$ cat src/rtl/core/assert_macros.svh
// assertion helpers shared by the core rtl
// both sample on the rising edge of clk and are off while rst_n is low
`ifndef ASSERT_MACROS_SVH
`define ASSERT_MACROS_SVH

// consequent must hold in the same cycle as the antecedent
`define DCS_ASSERT_SAME(label, ante, cons, msg) \
  label: assert property (@(posedge clk) disable iff (!rst_n) (ante) |-> (cons)) \
    else $error(msg);

// consequent must hold in the cycle after the antecedent
`define DCS_ASSERT_NEXT(label, ante, cons, msg) \
  label: assert property (@(posedge clk) disable iff (!rst_n) (ante) |=> (cons)) \
    else $error(msg);

`endif

$ cat src/rtl/core/dcs_pkg.sv
// ----------------------------------------------------------------------------
// dcs_pkg
// Shared types and constants of the demand current settler.
// ----------------------------------------------------------------------------
`timescale 1ns / 1ps

package dcs_pkg;

  localparam int PLUG_NUM_W = 4;
  localparam int CURRENT_W  = 16;
  localparam int FLUCT_W    = 16;
  localparam int LIMIT_W    = 5;
  localparam int DEC_W      = 6;
  localparam int GATE_W     = 16;
  localparam int CFG_ADDR_W = 5;
  localparam int CFG_DATA_W = 32;

  // holds the ring sum of up to 63 samples
  localparam int ALU_W = CURRENT_W + 6;

  // register indexes, byte address is 4x index
  localparam logic [2:0] REG_FLUCT_LIMIT = 3'd0;
  localparam logic [2:0] REG_FALL_LIMIT  = 3'd1;
  localparam logic [2:0] REG_RISE_LIMIT  = 3'd2;
  localparam logic [2:0] REG_FALL_PEN    = 3'd3;
  localparam logic [2:0] REG_RISE_PEN    = 3'd4;
  localparam logic [2:0] REG_DECIMATION  = 3'd5;
  localparam logic [2:0] REG_ACT_GATE    = 3'd6;

  localparam logic [FLUCT_W-1:0] RST_FLUCT_LIMIT = 16'd500;
  localparam logic [LIMIT_W-1:0] RST_FALL_LIMIT  = 5'd18;
  localparam logic [LIMIT_W-1:0] RST_RISE_LIMIT  = 5'd3;
  localparam logic [LIMIT_W-1:0] RST_FALL_PEN    = 5'd6;
  localparam logic [LIMIT_W-1:0] RST_RISE_PEN    = 5'd1;
  localparam logic [DEC_W-1:0]   RST_DECIMATION  = 6'd30;
  localparam logic [GATE_W-1:0]  RST_ACT_GATE    = 16'd3600;

  typedef struct packed {
    logic [FLUCT_W-1:0] fluct_limit;
    logic [LIMIT_W-1:0] fall_limit;
    logic [LIMIT_W-1:0] rise_limit;
    logic [LIMIT_W-1:0] fall_penalty;
    logic [LIMIT_W-1:0] rise_penalty;
    logic [DEC_W-1:0]   decimation;
    logic [GATE_W-1:0]  act_gate;
  } cfg_t;

  typedef enum logic [0:0] {
    ALU_ADD = 1'b0,
    ALU_SUB = 1'b1
  } alu_op_t;

  typedef struct packed {
    alu_op_t          op;
    logic [ALU_W-1:0] a;
    logic [ALU_W-1:0] b;
  } alu_req_t;

  typedef struct packed {
    logic [ALU_W-1:0] res;
    logic             borrow;
  } alu_rsp_t;

endpackage

$ cat src/rtl/core/dcs_ifs.sv
// ----------------------------------------------------------------------------
// dcs_ifs
// Request and result channels, valid/ready with payload.
// ----------------------------------------------------------------------------
`timescale 1ns / 1ps

interface dcs_in_if;
  logic                           valid;
  logic                           ready;
  logic [dcs_pkg::PLUG_NUM_W-1:0] plug_number;
  logic [dcs_pkg::CURRENT_W-1:0]  demand_current;

  modport source (output valid, output plug_number, output demand_current, input ready);
  modport sink   (input valid, input plug_number, input demand_current, output ready);
endinterface

interface dcs_out_if;
  logic                          valid;
  logic                          ready;
  logic                          settled;
  logic [dcs_pkg::CURRENT_W-1:0] stable_current;

  modport source (output valid, output settled, output stable_current, input ready);
  modport sink   (input valid, input settled, input stable_current, output ready);
endinterface

$ cat src/rtl/core/demand_current_settler_core.sv
// ----------------------------------------------------------------------------
// demand_current_settler_core
// Per-plug settle tracking of demand current samples, sequenced over one
// shared add/subtract unit.
//
//   channel   dir  handshake            payload
//   in_ch     in   valid/ready          plug_number, demand_current
//   out_ch    out  valid/ready          settled, stable_current
//   cfg_*     in   psel/penable/pready  paddr, pwdata, prdata
//
// An ignored plug or a gated call skips to S_OUT and frees the input on its load.
// A processed call does one ring read per cycle for the three trend slots and
// the SAMPLE_DEPTH-1 sum slots, one reciprocal multiply for the mean, then
// the unit steps DEV1, DEV2, CMP, CNT and CLAMP before writeback.
// The output register holds a result while out_ch stalls; the next request
// is taken meanwhile and waits only at its own result load.
// Reset is synchronous and needs no clearing pass: ring entries beyond a
// plug's write pointer read as zero until written.
// ----------------------------------------------------------------------------
`timescale 1ns / 1ps

`include "assert_macros.svh"

module demand_current_settler_core #(
  parameter int NUM_PLUGS    = 8,
  parameter int SAMPLE_DEPTH = 16
) (
  input  logic                           clk,
  input  logic                           rst_n,
  dcs_in_if.sink                         in_ch,
  dcs_out_if.source                      out_ch,
  input  logic                           cfg_psel,
  input  logic                           cfg_penable,
  input  logic                           cfg_pwrite,
  input  logic [dcs_pkg::CFG_ADDR_W-1:0] cfg_paddr,
  input  logic [dcs_pkg::CFG_DATA_W-1:0] cfg_pwdata,
  output logic [dcs_pkg::CFG_DATA_W-1:0] cfg_prdata,
  output logic                           cfg_pready
);

  localparam int PLUG_W = (NUM_PLUGS > 1) ? $clog2(NUM_PLUGS) : 1;
  localparam int SLOT_W = $clog2(SAMPLE_DEPTH);
  localparam int WP_W   = $clog2(SAMPLE_DEPTH + 1);
  localparam int STEP_W = $clog2(SAMPLE_DEPTH + 3);
  localparam int ADDR_W = PLUG_W + SLOT_W;
  localparam int CUR_W  = dcs_pkg::CURRENT_W;
  localparam int ALU_W  = dcs_pkg::ALU_W;
  localparam int LIM_W  = dcs_pkg::LIMIT_W;

  // floor(sum / (depth-1)) as (sum * RECIP) >> DIV_SH, exact below 2**ALU_W
  localparam int     DIV_SH  = ALU_W + $clog2(SAMPLE_DEPTH - 1);
  localparam int     RECIP_W = ALU_W + 1;
  localparam int     PROD_W  = ALU_W + RECIP_W;
  localparam longint DIV_D   = longint'(SAMPLE_DEPTH - 1);
  localparam logic [RECIP_W-1:0] RECIP =
    RECIP_W'(((longint'(1) << DIV_SH) + DIV_D - longint'(1)) / DIV_D);

  localparam logic [dcs_pkg::PLUG_NUM_W-1:0] LAST_PLUG = dcs_pkg::PLUG_NUM_W'(NUM_PLUGS);
  localparam logic [STEP_W-1:0] TREND_N   = STEP_W'(3);
  localparam logic [STEP_W-1:0] LAST_RD   = STEP_W'(SAMPLE_DEPTH + 1);
  localparam logic [WP_W-1:0]   WP_DEPTH  = WP_W'(SAMPLE_DEPTH);
  localparam logic [SLOT_W-1:0] SLOT_LAST = SLOT_W'(SAMPLE_DEPTH - 1);

  typedef enum logic [9:0] {
    S_IDLE  = 10'b0000000001,
    S_READ  = 10'b0000000010,
    S_DIV   = 10'b0000000100,
    S_DEV1  = 10'b0000001000,
    S_DEV2  = 10'b0000010000,
    S_CMP   = 10'b0000100000,
    S_CNT   = 10'b0001000000,
    S_CLAMP = 10'b0010000000,
    S_WB    = 10'b0100000000,
    S_OUT   = 10'b1000000000
  } state_t;

  dcs_pkg::cfg_t     cfg;
  dcs_pkg::alu_req_t alu_req;
  dcs_pkg::alu_rsp_t alu_rsp;

  // per-plug state
  logic [dcs_pkg::GATE_W-1:0] call_r   [NUM_PLUGS];
  logic [dcs_pkg::DEC_W-1:0]  phase_r  [NUM_PLUGS];
  logic [WP_W-1:0]            wp_r     [NUM_PLUGS];
  logic                       ovf_r    [NUM_PLUGS];
  logic [LIM_W-1:0]           settle_r [NUM_PLUGS];

  state_t             state_r, state_nxt;
  logic [STEP_W-1:0]  step_r, step_nxt;
  logic [PLUG_W-1:0]  k_r, k_nxt;
  logic [CUR_W-1:0]   cur_r, cur_nxt;
  logic [ALU_W-1:0]   acc_r, acc_nxt;
  logic [CUR_W-1:0]   a_r, a_nxt;
  logic [CUR_W-1:0]   b_r, b_nxt;
  logic [2:0]         lt_r, lt_nxt;
  logic               neg_r, neg_nxt;
  logic [CUR_W-1:0]   dev_r, dev_nxt;
  logic               unstable_r, unstable_nxt;
  logic [LIM_W:0]     cnt_r, cnt_nxt;
  logic               rd_vld_r;
  logic [STEP_W-1:0]  rd_tag_r;
  logic               rd_ok_r;
  logic               res_settled_r, res_settled_nxt;
  logic [CUR_W-1:0]   res_current_r, res_current_nxt;
  logic               out_vld_r, out_vld_nxt;
  logic               out_settled_r, out_settled_nxt;
  logic [CUR_W-1:0]   out_current_r, out_current_nxt;

  // accept-cycle per-plug update
  logic                       in_fire;
  logic                       plug_ok;
  logic [PLUG_W-1:0]          k_in;
  logic                       cnt_we;
  logic [dcs_pkg::GATE_W-1:0] call_nxt;
  logic [dcs_pkg::DEC_W-1:0]  phase_nxt;
  logic [dcs_pkg::DEC_W:0]    phase_inc;
  logic [dcs_pkg::DEC_W-1:0]  dec_eff;

  // writeback of the active plug
  logic               wb_we;
  logic [WP_W-1:0]    wp_nxt;
  logic               ovf_nxt;
  logic [LIM_W-1:0]   settle_nxt;
  logic [SLOT_W-1:0]  wr_slot;

  // ring read issue
  logic               rd_issue;
  logic [SLOT_W-1:0]  rd_slot;
  logic               rd_ok;
  logic [2:0]         rd_back;
  logic [CUR_W-1:0]   ring_rdata;
  logic [CUR_W-1:0]   rd_data;

  logic [WP_W-1:0]    wp_cur;
  logic               ovf_cur;
  logic [CUR_W-1:0]   mean;
  logic               falling;
  logic [LIM_W-1:0]   limit;
  logic [LIM_W-1:0]   penalty;
  logic [PROD_W-1:0]  prod;
  logic [CUR_W-1:0]   quot;
  logic               out_free;
  logic               settled_now;

  function automatic logic [SLOT_W-1:0] slot_back(input logic [SLOT_W-1:0] p,
                                                  input logic [2:0] back);
    logic [SLOT_W:0] t;
    t = {1'b0, p} + (SLOT_W+1)'(SAMPLE_DEPTH) - (SLOT_W+1)'(back);
    if (t >= (SLOT_W+1)'(SAMPLE_DEPTH)) begin
      t = t - (SLOT_W+1)'(SAMPLE_DEPTH);
    end
    return t[SLOT_W-1:0];
  endfunction

  dcs_cfg u_cfg (
    .clk     (clk),
    .rst_n   (rst_n),
    .psel    (cfg_psel),
    .penable (cfg_penable),
    .pwrite  (cfg_pwrite),
    .paddr   (cfg_paddr),
    .pwdata  (cfg_pwdata),
    .prdata  (cfg_prdata),
    .pready  (cfg_pready),
    .cfg     (cfg)
  );

  dcs_alu u_alu (
    .req (alu_req),
    .rsp (alu_rsp)
  );

  dcs_ring #(
    .ADDR_W (ADDR_W)
  ) u_ring (
    .clk   (clk),
    .we    (wb_we),
    .waddr ({k_r, wr_slot}),
    .wdata (cur_r),
    .re    (rd_issue),
    .raddr ({k_r, rd_slot}),
    .rdata (ring_rdata)
  );

  assign in_ch.ready           = (state_r == S_IDLE);
  assign in_fire               = in_ch.valid && in_ch.ready;
  assign out_ch.valid          = out_vld_r;
  assign out_ch.settled        = out_settled_r;
  assign out_ch.stable_current = out_current_r;
  assign out_free              = !out_vld_r || out_ch.ready;

  assign plug_ok = (in_ch.plug_number != '0) && (in_ch.plug_number <= LAST_PLUG);
  assign k_in    = PLUG_W'(in_ch.plug_number - dcs_pkg::PLUG_NUM_W'(1));
  assign dec_eff = (cfg.decimation == '0) ? dcs_pkg::DEC_W'(1) : cfg.decimation;

  assign wp_cur   = wp_r[k_r];
  assign ovf_cur  = ovf_r[k_r];
  assign mean     = acc_r[CUR_W-1:0];
  assign falling  = ovf_cur && (&lt_r);
  assign limit    = falling ? cfg.fall_limit : cfg.rise_limit;
  assign penalty  = falling ? cfg.fall_penalty : cfg.rise_penalty;
  assign rd_data  = rd_ok_r ? ring_rdata : '0;
  assign prod     = PROD_W'(acc_r) * PROD_W'(RECIP);
  assign quot     = prod[DIV_SH +: CUR_W];
  assign settled_now = (cnt_r == {1'b0, limit});

  // read issue: three trend slots, then ring slots 0..depth-2
  always_comb begin
    rd_issue = (state_r == S_READ) && (step_r <= LAST_RD);
    rd_back  = 3'(({1'b0, step_r[1:0]} + 3'd1) << 1);
    if (step_r < TREND_N) begin
      rd_slot = slot_back(wp_cur[SLOT_W-1:0], rd_back);
      rd_ok   = ovf_cur;
    end else begin
      rd_slot = SLOT_W'(step_r - TREND_N);
      rd_ok   = ovf_cur || (WP_W'(rd_slot) < wp_cur);
    end
  end

  // slot written and pointer update of the active plug
  always_comb begin
    if (ovf_cur) begin
      wr_slot = wp_cur[SLOT_W-1:0];
      wp_nxt  = (wp_cur[SLOT_W-1:0] == SLOT_LAST) ? '0 : wp_cur + WP_W'(1);
      ovf_nxt = 1'b1;
    end else if (wp_cur == WP_DEPTH) begin
      wr_slot = '0;
      wp_nxt  = WP_W'(1);
      ovf_nxt = 1'b1;
    end else begin
      wr_slot = wp_cur[SLOT_W-1:0];
      wp_nxt  = wp_cur + WP_W'(1);
      ovf_nxt = 1'b0;
    end
  end

  always_comb begin
    state_nxt       = state_r;
    step_nxt        = step_r;
    k_nxt           = k_r;
    cur_nxt         = cur_r;
    acc_nxt         = acc_r;
    a_nxt           = a_r;
    b_nxt           = b_r;
    lt_nxt          = lt_r;
    neg_nxt         = neg_r;
    dev_nxt         = dev_r;
    unstable_nxt    = unstable_r;
    cnt_nxt         = cnt_r;
    res_settled_nxt = res_settled_r;
    res_current_nxt = res_current_r;
    out_vld_nxt     = out_vld_r && !out_ch.ready;
    out_settled_nxt = out_settled_r;
    out_current_nxt = out_current_r;
    alu_req.op      = dcs_pkg::ALU_ADD;
    alu_req.a       = '0;
    alu_req.b       = '0;
    cnt_we          = 1'b0;
    call_nxt        = '0;
    phase_nxt       = '0;
    phase_inc       = '0;
    wb_we           = 1'b0;
    settle_nxt      = cnt_r[LIM_W-1:0];

    case (state_r)
      S_IDLE: begin
        if (in_fire) begin
          k_nxt           = k_in;
          cur_nxt         = in_ch.demand_current;
          acc_nxt         = '0;
          step_nxt        = '0;
          res_settled_nxt = 1'b0;
          res_current_nxt = '0;
          state_nxt       = S_OUT;
          if (plug_ok) begin
            cnt_we    = 1'b1;
            call_nxt  = (call_r[k_in] < cfg.act_gate) ?
                        call_r[k_in] + dcs_pkg::GATE_W'(1) : call_r[k_in];
            phase_inc = {1'b0, phase_r[k_in]} + (dcs_pkg::DEC_W+1)'(1);
            phase_nxt = (phase_inc >= {1'b0, dec_eff}) ?
                        '0 : phase_inc[dcs_pkg::DEC_W-1:0];
            if ((call_nxt >= cfg.act_gate) && (phase_nxt == '0)) begin
              state_nxt = S_READ;
            end
          end
        end
      end

      S_READ: begin
        if (rd_issue) begin
          step_nxt = step_r + STEP_W'(1);
        end
        if (rd_vld_r) begin
          alu_req.op = dcs_pkg::ALU_SUB;
          alu_req.b  = ALU_W'(rd_data);
          if (rd_tag_r == STEP_W'(0)) begin
            alu_req.a = ALU_W'(cur_r);
            a_nxt     = rd_data;
            lt_nxt[0] = alu_rsp.borrow;
          end else if (rd_tag_r == STEP_W'(1)) begin
            alu_req.a = ALU_W'(a_r);
            b_nxt     = rd_data;
            lt_nxt[1] = alu_rsp.borrow;
          end else if (rd_tag_r == STEP_W'(2)) begin
            alu_req.a = ALU_W'(b_r);
            lt_nxt[2] = alu_rsp.borrow;
          end else begin
            alu_req.op = dcs_pkg::ALU_ADD;
            alu_req.a  = acc_r;
            acc_nxt    = alu_rsp.res;
            if (rd_tag_r == LAST_RD) begin
              // sum complete, the mean follows
              step_nxt  = '0;
              state_nxt = S_DIV;
            end
          end
        end
      end

      // mean by reciprocal multiply of the ring sum
      S_DIV: begin
        acc_nxt   = ALU_W'(quot);
        state_nxt = S_DEV1;
      end

      S_DEV1: begin
        alu_req.op = dcs_pkg::ALU_SUB;
        alu_req.a  = ALU_W'(cur_r);
        alu_req.b  = ALU_W'(mean);
        neg_nxt    = alu_rsp.borrow;
        state_nxt  = S_DEV2;
      end

      S_DEV2: begin
        alu_req.op = dcs_pkg::ALU_SUB;
        alu_req.a  = neg_r ? ALU_W'(mean) : ALU_W'(cur_r);
        alu_req.b  = neg_r ? ALU_W'(cur_r) : ALU_W'(mean);
        dev_nxt    = alu_rsp.res[CUR_W-1:0];
        state_nxt  = S_CMP;
      end

      S_CMP: begin
        alu_req.op   = dcs_pkg::ALU_SUB;
        alu_req.a    = ALU_W'(cfg.fluct_limit);
        alu_req.b    = ALU_W'(dev_r);
        unstable_nxt = alu_rsp.borrow;
        state_nxt    = S_CNT;
      end

      S_CNT: begin
        alu_req.a = ALU_W'(settle_r[k_r]);
        if (unstable_r) begin
          alu_req.op = dcs_pkg::ALU_SUB;
          alu_req.b  = ALU_W'(penalty);
          cnt_nxt    = alu_rsp.borrow ? '0 : alu_rsp.res[LIM_W:0];
        end else begin
          alu_req.op = dcs_pkg::ALU_ADD;
          alu_req.b  = ALU_W'(1);
          cnt_nxt    = alu_rsp.res[LIM_W:0];
        end
        state_nxt = S_CLAMP;
      end

      // stable step saturates at the active limit
      S_CLAMP: begin
        alu_req.op = dcs_pkg::ALU_SUB;
        alu_req.a  = ALU_W'(cnt_r);
        alu_req.b  = ALU_W'(limit);
        if (!unstable_r && !alu_rsp.borrow) begin
          cnt_nxt = {1'b0, limit};
        end
        state_nxt = S_WB;
      end

      S_WB: begin
        wb_we           = 1'b1;
        res_settled_nxt = settled_now;
        res_current_nxt = settled_now ? mean : '0;
        state_nxt       = S_OUT;
      end

      S_OUT: begin
        if (out_free) begin
          out_vld_nxt     = 1'b1;
          out_settled_nxt = res_settled_r;
          out_current_nxt = res_current_r;
          state_nxt       = S_IDLE;
        end
      end

      default: begin
        state_nxt = S_IDLE;
      end
    endcase
  end

  always_ff @(posedge clk) begin
    if (!rst_n) begin
      state_r   <= S_IDLE;
      rd_vld_r  <= 1'b0;
      out_vld_r <= 1'b0;
    end else begin
      state_r   <= state_nxt;
      rd_vld_r  <= rd_issue;
      out_vld_r <= out_vld_nxt;
    end
  end

  always_ff @(posedge clk) begin
    step_r        <= step_nxt;
    k_r           <= k_nxt;
    cur_r         <= cur_nxt;
    acc_r         <= acc_nxt;
    a_r           <= a_nxt;
    b_r           <= b_nxt;
    lt_r          <= lt_nxt;
    neg_r         <= neg_nxt;
    dev_r         <= dev_nxt;
    unstable_r    <= unstable_nxt;
    cnt_r         <= cnt_nxt;
    rd_tag_r      <= step_r;
    rd_ok_r       <= rd_ok;
    res_settled_r <= res_settled_nxt;
    res_current_r <= res_current_nxt;
    out_settled_r <= out_settled_nxt;
    out_current_r <= out_current_nxt;
  end

  always_ff @(posedge clk) begin
    if (!rst_n) begin
      for (int i = 0; i < NUM_PLUGS; i++) begin
        call_r[i]   <= '0;
        phase_r[i]  <= '0;
        wp_r[i]     <= '0;
        ovf_r[i]    <= 1'b0;
        settle_r[i] <= '0;
      end
    end else begin
      if (cnt_we) begin
        call_r[k_in]  <= call_nxt;
        phase_r[k_in] <= phase_nxt;
      end
      if (wb_we) begin
        wp_r[k_r]     <= wp_nxt;
        ovf_r[k_r]    <= ovf_nxt;
        settle_r[k_r] <= settle_nxt;
      end
    end
  end

  `DCS_ASSERT_NEXT(a_accept_leaves_idle, in_fire, state_r != S_IDLE, "request accepted but sequencer stayed idle")
  `DCS_ASSERT_NEXT(a_out_hold, out_vld_r && !out_ch.ready, out_vld_r && $stable(out_current_r) && $stable(out_settled_r), "result changed while stalled")
  `DCS_ASSERT_SAME(a_unsettled_zero, out_vld_r && !out_settled_r, out_current_r == '0, "unsettled result carries a current")
  `DCS_ASSERT_SAME(a_wp_range, state_r == S_WB, (wp_cur <= WP_DEPTH) && (!ovf_cur || (wp_cur < WP_DEPTH)), "write pointer out of range")

endmodule

$ cat src/rtl/core/dcs_alu.sv
// ----------------------------------------------------------------------------
// dcs_alu
// Shared add/subtract unit; subtract also reports a borrow (a < b).
// ----------------------------------------------------------------------------
`timescale 1ns / 1ps

module dcs_alu (
  input  dcs_pkg::alu_req_t req,
  output dcs_pkg::alu_rsp_t rsp
);

  logic [dcs_pkg::ALU_W:0] wide;

  always_comb begin
    case (req.op)
      dcs_pkg::ALU_ADD: wide = {1'b0, req.a} + {1'b0, req.b};
      dcs_pkg::ALU_SUB: wide = {1'b0, req.a} - {1'b0, req.b};
      default:          wide = '0;
    endcase
    rsp.res    = wide[dcs_pkg::ALU_W-1:0];
    rsp.borrow = (req.op == dcs_pkg::ALU_SUB) ? wide[dcs_pkg::ALU_W] : 1'b0;
  end

endmodule

$ cat src/rtl/core/dcs_ring.sv
// ----------------------------------------------------------------------------
// dcs_ring
// Sample ring store for all plugs, one write and one registered read port.
// ----------------------------------------------------------------------------
`timescale 1ns / 1ps

module dcs_ring #(
  parameter int ADDR_W = 7
) (
  input  logic                          clk,
  input  logic                          we,
  input  logic [ADDR_W-1:0]             waddr,
  input  logic [dcs_pkg::CURRENT_W-1:0] wdata,
  input  logic                          re,
  input  logic [ADDR_W-1:0]             raddr,
  output logic [dcs_pkg::CURRENT_W-1:0] rdata
);

  logic [dcs_pkg::CURRENT_W-1:0] mem [2**ADDR_W];
  logic [dcs_pkg::CURRENT_W-1:0] rdata_r;

  always_ff @(posedge clk) begin
    if (we) begin
      mem[waddr] <= wdata;
    end
  end

  always_ff @(posedge clk) begin
    if (re) begin
      rdata_r <= mem[raddr];
    end
  end

  assign rdata = rdata_r;

endmodule

$ cat src/rtl/core/dcs_cfg.sv
// ----------------------------------------------------------------------------
// dcs_cfg
// Configuration register file behind the APB-style port.
// ----------------------------------------------------------------------------
`timescale 1ns / 1ps

module dcs_cfg (
  input  logic                           clk,
  input  logic                           rst_n,
  input  logic                           psel,
  input  logic                           penable,
  input  logic                           pwrite,
  input  logic [dcs_pkg::CFG_ADDR_W-1:0] paddr,
  input  logic [dcs_pkg::CFG_DATA_W-1:0] pwdata,
  output logic [dcs_pkg::CFG_DATA_W-1:0] prdata,
  output logic                           pready,
  output dcs_pkg::cfg_t                  cfg
);

  dcs_pkg::cfg_t cfg_r;
  dcs_pkg::cfg_t cfg_nxt;
  logic [2:0]    reg_idx;
  logic          wr_en;

  assign pready  = 1'b1;
  assign reg_idx = paddr[4:2];
  assign wr_en   = psel && penable && pwrite;

  always_comb begin
    cfg_nxt = cfg_r;
    if (wr_en) begin
      case (reg_idx)
        dcs_pkg::REG_FLUCT_LIMIT: cfg_nxt.fluct_limit  = pwdata[dcs_pkg::FLUCT_W-1:0];
        dcs_pkg::REG_FALL_LIMIT:  cfg_nxt.fall_limit   = pwdata[dcs_pkg::LIMIT_W-1:0];
        dcs_pkg::REG_RISE_LIMIT:  cfg_nxt.rise_limit   = pwdata[dcs_pkg::LIMIT_W-1:0];
        dcs_pkg::REG_FALL_PEN:    cfg_nxt.fall_penalty = pwdata[dcs_pkg::LIMIT_W-1:0];
        dcs_pkg::REG_RISE_PEN:    cfg_nxt.rise_penalty = pwdata[dcs_pkg::LIMIT_W-1:0];
        dcs_pkg::REG_DECIMATION:  cfg_nxt.decimation   = pwdata[dcs_pkg::DEC_W-1:0];
        dcs_pkg::REG_ACT_GATE:    cfg_nxt.act_gate     = pwdata[dcs_pkg::GATE_W-1:0];
        default:                  cfg_nxt = cfg_r;
      endcase
    end
  end

  always_comb begin
    case (reg_idx)
      dcs_pkg::REG_FLUCT_LIMIT: prdata = dcs_pkg::CFG_DATA_W'(cfg_r.fluct_limit);
      dcs_pkg::REG_FALL_LIMIT:  prdata = dcs_pkg::CFG_DATA_W'(cfg_r.fall_limit);
      dcs_pkg::REG_RISE_LIMIT:  prdata = dcs_pkg::CFG_DATA_W'(cfg_r.rise_limit);
      dcs_pkg::REG_FALL_PEN:    prdata = dcs_pkg::CFG_DATA_W'(cfg_r.fall_penalty);
      dcs_pkg::REG_RISE_PEN:    prdata = dcs_pkg::CFG_DATA_W'(cfg_r.rise_penalty);
      dcs_pkg::REG_DECIMATION:  prdata = dcs_pkg::CFG_DATA_W'(cfg_r.decimation);
      dcs_pkg::REG_ACT_GATE:    prdata = dcs_pkg::CFG_DATA_W'(cfg_r.act_gate);
      default:                  prdata = '0;
    endcase
  end

  always_ff @(posedge clk) begin
    if (!rst_n) begin
      cfg_r.fluct_limit  <= dcs_pkg::RST_FLUCT_LIMIT;
      cfg_r.fall_limit   <= dcs_pkg::RST_FALL_LIMIT;
      cfg_r.rise_limit   <= dcs_pkg::RST_RISE_LIMIT;
      cfg_r.fall_penalty <= dcs_pkg::RST_FALL_PEN;
      cfg_r.rise_penalty <= dcs_pkg::RST_RISE_PEN;
      cfg_r.decimation   <= dcs_pkg::RST_DECIMATION;
      cfg_r.act_gate     <= dcs_pkg::RST_ACT_GATE;
    end else begin
      cfg_r <= cfg_nxt;
    end
  end

  assign cfg = cfg_r;

endmodule

$ cat src/flat_wrapper.sv
// flat-port wrapper written by rule: the top's interface ports become plain ports
module demand_current_settler_core_flat 
#(
  parameter int NUM_PLUGS    = 8,
  parameter int SAMPLE_DEPTH = 16
)
  (clk, rst_n, cfg_psel, cfg_penable, cfg_pwrite, cfg_paddr, cfg_pwdata, cfg_prdata, cfg_pready, in_ch_valid, in_ch_plug_number, in_ch_demand_current, in_ch_ready, out_ch_valid, out_ch_settled, out_ch_stable_current, out_ch_ready);
  dcs_in_if in_ch_i ();
  dcs_out_if out_ch_i ();
  input  logic clk;
  input  logic rst_n;
  input  logic cfg_psel;
  input  logic cfg_penable;
  input  logic cfg_pwrite;
  input  logic [dcs_pkg::CFG_ADDR_W-1:0] cfg_paddr;
  input  logic [dcs_pkg::CFG_DATA_W-1:0] cfg_pwdata;
  output logic [dcs_pkg::CFG_DATA_W-1:0] cfg_prdata;
  output logic cfg_pready;
  input wire logic [$bits(in_ch_i.valid)-1:0] in_ch_valid;
  input wire logic [$bits(in_ch_i.plug_number)-1:0] in_ch_plug_number;
  input wire logic [$bits(in_ch_i.demand_current)-1:0] in_ch_demand_current;
  output wire logic [$bits(in_ch_i.ready)-1:0] in_ch_ready;
  output wire logic [$bits(out_ch_i.valid)-1:0] out_ch_valid;
  output wire logic [$bits(out_ch_i.settled)-1:0] out_ch_settled;
  output wire logic [$bits(out_ch_i.stable_current)-1:0] out_ch_stable_current;
  input wire logic [$bits(out_ch_i.ready)-1:0] out_ch_ready;
  assign in_ch_i.valid = in_ch_valid;
  assign in_ch_i.plug_number = in_ch_plug_number;
  assign in_ch_i.demand_current = in_ch_demand_current;
  assign in_ch_ready = in_ch_i.ready;
  assign out_ch_valid = out_ch_i.valid;
  assign out_ch_settled = out_ch_i.settled;
  assign out_ch_stable_current = out_ch_i.stable_current;
  assign out_ch_i.ready = out_ch_ready;
  demand_current_settler_core #(.NUM_PLUGS(NUM_PLUGS), .SAMPLE_DEPTH(SAMPLE_DEPTH)) u_core (.clk(clk), .rst_n(rst_n), .in_ch(in_ch_i), .out_ch(out_ch_i), .cfg_psel(cfg_psel), .cfg_penable(cfg_penable), .cfg_pwrite(cfg_pwrite), .cfg_paddr(cfg_paddr), .cfg_pwdata(cfg_pwdata), .cfg_prdata(cfg_prdata), .cfg_pready(cfg_pready));
endmodule
$ cat config.mk
export PLATFORM = sky130hd
export DESIGN_NAME = demand_current_settler_core_flat
export DESIGN_NICKNAME = d
export VERILOG_FILES = /design/src/rtl/core/dcs_pkg.sv /design/src/rtl/core/dcs_ifs.sv /design/src/rtl/core/demand_current_settler_core.sv /design/src/rtl/core/dcs_alu.sv /design/src/rtl/core/dcs_ring.sv /design/src/rtl/core/dcs_cfg.sv /design/src/flat_wrapper.sv
export VERILOG_INCLUDE_DIRS = /design/src /design/src/rtl/core
export SDC_FILE = /design/constraint.sdc
export NUM_CORES = 2
export LEC_CHECK = 0
export BUFFER_PORTS_ARGS = -buffer_cell sky130_fd_sc_hd__buf_2
export CAP_MARGIN = 10
export CORE_UTILIZATION = 45
export CTS_CLUSTER_SIZE = 10
export DETAILED_ROUTE_END_ITERATION = 10
export PLACE_DENSITY = 0.61
export SLEW_MARGIN = 20
export SYNTH_ARGS = -nofsm -noshare
export SYNTH_HDL_FRONTEND = slang
export SYNTH_SLANG_ARGS = --single-unit
$ cat constraint.sdc
create_clock -name clk -period 8.52 [get_ports clk]
set_clock_uncertainty 0.1 [all_clocks]
set_input_delay 0.852 -clock clk [delete_from_list [all_inputs] [get_ports clk]]
set_output_delay 0.852 -clock clk [all_outputs]
set_load 0.005 [all_outputs]
==> reports/qor.csv <==
metric,value,unit
status,finished clean,
drv_cap,0,
place_area,114000,um2
die-area,244000,um2
timing.final.crit_period,7.25,ns
relSlewSlack,23.3,%
dp_cells,11400,
dr_total_vias,70300,
synthXorXnorAreaFrac,0.688,%
switching_share,30.0,%
cts_sinks,2546,
post_cts_resized,0,
critical_path_buf_inv_count,2,
cp-end-kind,register,
hp-start,cfg_pwdata[8],
antenna_found_initial,21,
fillers,20200,
hold_path_class,input port to register,
async_flop_share,0,%
coreArea,240000,um2
gr-total-overflow,0,
root_buffer,clkbuf_16,
seq_area_frac_synth,69.5,%
design_area,122000,um2
worst-path-max-fanout,31,
setup_ws,1.27,ns
syn_area_per_cell,13.0,um2
grt_pass1_vias,66900,
pre_cts_slack,0.929,ns
gp_congestion,0.894,
final.setup.tns,0,ns
ys_ff_latch,2546,
ant_nets,0,
switching_power,9.84,mW
die_w,494,um
initial_core_util,45.2,%
syn_inst,8338,
rsz0062_at_grt,false,
firstDrtPassIters,6,
rows,180,
final_cells,11800,
cts_buffers,311,
synth_top_family_by_area,simple AND/OR/NAND/NOR gates,
holdWs,0.0747,ns
final_util,50.8,%
grt_pass1_wl,457000,um
final_nets,8934,
cp.required,8.97,ns
critPathKind,register to register,
combPwrFrac,22.3,%
area.growth.synth_to_final,12.3,%
power_frac_seq,43.0,%
synth_warnings,0,
p_leak,42.7,nW
grt_util_all_layers,25.7,%
hold_buffers,16,
clk_pin_slew,0.05,ns
fmax,0.138,GHz
ys_types,90,
cp_top_family,compound AO/OA/AOI/OAI gates,
worstPathArrival,7.70,ns
tightest_slew,1.15,ns
power_frac_clock,34.7,%
synth_fa_ha_area_share,3.85,%
drt_iter0_drc,8475,
report.power.total,32.8,mW
p_int,23.0,mW
cts_tree,done,
clockBufferDepth,4,
synth_area,109000,um2
r2r_start,u_core.state_r[0]$_SDFFE_PN1P_,
fin_crit_sh,85.1,%
routed_wl,318000,um
ys.flop_type,edfxtp_1,
grt_max_degree,143,
io_buffers,80,
p_per_area,269,nW/um2
crit_path_start_kind,register,
drc,0,
critical_path.cell_chain,or4_1 -> nor4_4 -> buf_4 -> a21o_2 -> a21boi_0 -> o221a_2 -> ha_1 -> o21ai_0 -> inv_1 -> fa_1 -> nor2b_1 -> o21a_1 -> o21ai_0 -> a2111oi_0 -> a2111oi_0 -> nor4_1 -> o2111ai_1 -> and3_1 -> o31ai_1,
clkLatencyLatePin,0.94,ns
ir_worst_vdd,0.393,mV
setup_viol,0,
hpwl,193000,um
synth-simple-area-share,15.3,%
hold_violations,0,
crit_path_start,u_core.state_r[0]$_SDFFE_PN1P_,
routedWlPerCell,26.9,um
ctsHtreeMaxLevel,5,
finalMaxSlewViolations,0,
die_y,494,um
cts_setup_buffers,0,
synth-compound-area-share,4.44,%
synth_edf_count,2459,
worst_path_max_delay_cell,o31ai_1,
synth.area.mux_share,3.27,%
viasPerCell,5.94,
layout-drive-gt1-share,9.81,%
crit_path_max_incr_delay,0.78,ns
num_io_pins,116,
==> synthesized netlist by cell type, types with 20 or more instances <==
| cell type | number | share of area, % |
|---|---|---|
| and2_1 | 43 | 0.25 |
| a222oi_1 | 31 | 0.29 |
| mux2i_1 | 204 | 1.9 |
| xnor2_1 | 46 | 0.37 |
| xor2_1 | 32 | 0.26 |
| nand4_1 | 335 | 1.9 |
| inv_1 | 197 | 0.68 |
| nand3_1 | 674 | 3.1 |
| and3_1 | 64 | 0.37 |
| o21ai_0 | 73 | 0.34 |
| buf_2 | 163 | 0.75 |
| a21oi_1 | 85 | 0.39 |
| buf_6 | 28 | 0.29 |
| nor3_1 | 32 | 0.15 |
| clkbuf_1 | 256 | 0.88 |
| fa_1 | 62 | 1.1 |
| nor2_1 | 451 | 1.6 |
| mux4_2 | 53 | 1.1 |
| edfxtp_1 | 2459 | 68 |
| buf_4 | 29 | 0.20 |
| ha_1 | 235 | 2.7 |
| nand2_1 | 2045 | 7.1 |
| a31oi_1 | 142 | 0.82 |
| nor2b_1 | 22 | 0.13 |
| a21o_1 | 20 | 0.14 |
| a32oi_1 | 140 | 1.1 |
| dfxtp_1 | 87 | 1.6 |
==> sequential cells by signal, summed over array words and instances (netlist names), 16 cells and up, named ones only <==
name                          count
u_core.b_r                       16
u_core.u_ring.rdata              16
u_core.settle_r                  40
u_core.wp_r                      40
u_core.a_r                       16
u_core.dev_r                     16
u_core.out_ch.stable_current     16
u_core.res_current_r             16
u_core.cur_r                     16
u_core.u_cfg.cfg                 58
u_core.acc_r                     22
u_core.call_r                   128
u_core.phase_r                   48
u_core.u_ring.mem              2048
==> kinds of logic after synthesis <==
kind of cell | after synthesis
AND/OR/NAND/NOR | 3773
multiplexers | 275
flip-flops | 2546
adder cells (fa/ha/maj) | 297
buffers and inverters | 697
XOR/XNOR | 82
AO/OA/AOI/OAI | 666
other | 2
==> tightest hold or removal path, stage by stage <==
cell	delay (ns)
buf_2	0.09
nand2_1	0.05
nand3_1	0.07
==> power groups by stage <==
| stage | Sequential (mW) | Combinational, mW | Clock [mW] |
|---|---|---|---|
| floorplan | 14.5 | 4.70 | 0 |
| global placement | 14.4 | 7.17 | 0 |
| detailed placement | 14.4 | 7.29 | 0 |
| CTS | 14.1 | 7.33 | 11.5 |
| global route | 14.1 | 8.07 | 12.0 |
| finish | 14.1 | 7.32 | 11.4 |
==> layout make-up <==
cell class	instances	area (um2)	area share, %
Antenna cell	8	20.0	0.0164
Clock buffer	356	8120	6.65
Clock inverter	19	183	0.150
Inverter	202	758	0.621
Multi-Input combinational cell	5110	30200	24.7
Sequential cell	2546	75600	61.9
Tap cell	3185	3990	3.27
Timing Repair Buffer	402	3210	2.63
==> metal layers <==
metal / up-vias / GRT usage [%] / routed length [um]
li1: 31100 / - / -
met1: 35300 / 35.0 / 128000
met2: 3315 / 40.4 / 147000
met3: 601 / 4.89 / 28900
met4: 8 / 10.8 / 13900
met5: - / 0 / 55
==> path summary, 6_finish.rpt <==
check,to,slack [ns],depth (start not counted)
setup / recovery,u_core.cnt_r[4]$_DFFE_PP_,1.27,19
hold / removal,u_core.u_cfg.cfg[50]$_SDFFE_PN1P_,0.07,3
setup reg to reg,u_core.cnt_r[4]$_DFFE_PP_,1.27,19
hold reg to reg,u_core.out_ch.stable_current[6]$_DFFE_PP_,0.27,0
==> cell usage in the layout, fill, tap and decap left out, drive strengths merged, types with 17 or more instances in the layout <==
| master | netlist | routed |
|---|---|---|
| nor2 | 451 | 451 |
| and3 | 64 | 64 |
| inv | 200 | 204 |
| a32oi | 140 | 140 |
| a21o | 21 | 21 |
| xor2 | 32 | 32 |
| mux4 | 58 | 58 |
| a21oi | 85 | 85 |
| o21ai | 76 | 76 |
| mux2i | 207 | 207 |
| or4 | 19 | 19 |
| xnor2 | 50 | 50 |
| nand2b | 17 | 17 |
| o211ai | 19 | 19 |
| nor2b | 23 | 23 |
| edfxtp | 2459 | 2459 |
| nand4 | 335 | 335 |
| a31oi | 142 | 142 |
| fa | 62 | 62 |
| buf | 239 | 386 |
| a211oi | 17 | 17 |
| ha | 235 | 235 |
| nor3 | 32 | 32 |
| dfxtp | 87 | 87 |
| a222oi | 31 | 31 |
| nand2 | 2045 | 2045 |
| nor4 | 20 | 20 |
| nand3 | 674 | 674 |
| and2 | 44 | 44 |
| clkbuf | 256 | 356 |
| conb | 2 | 17 |
(Power assumes the default switching activity.)
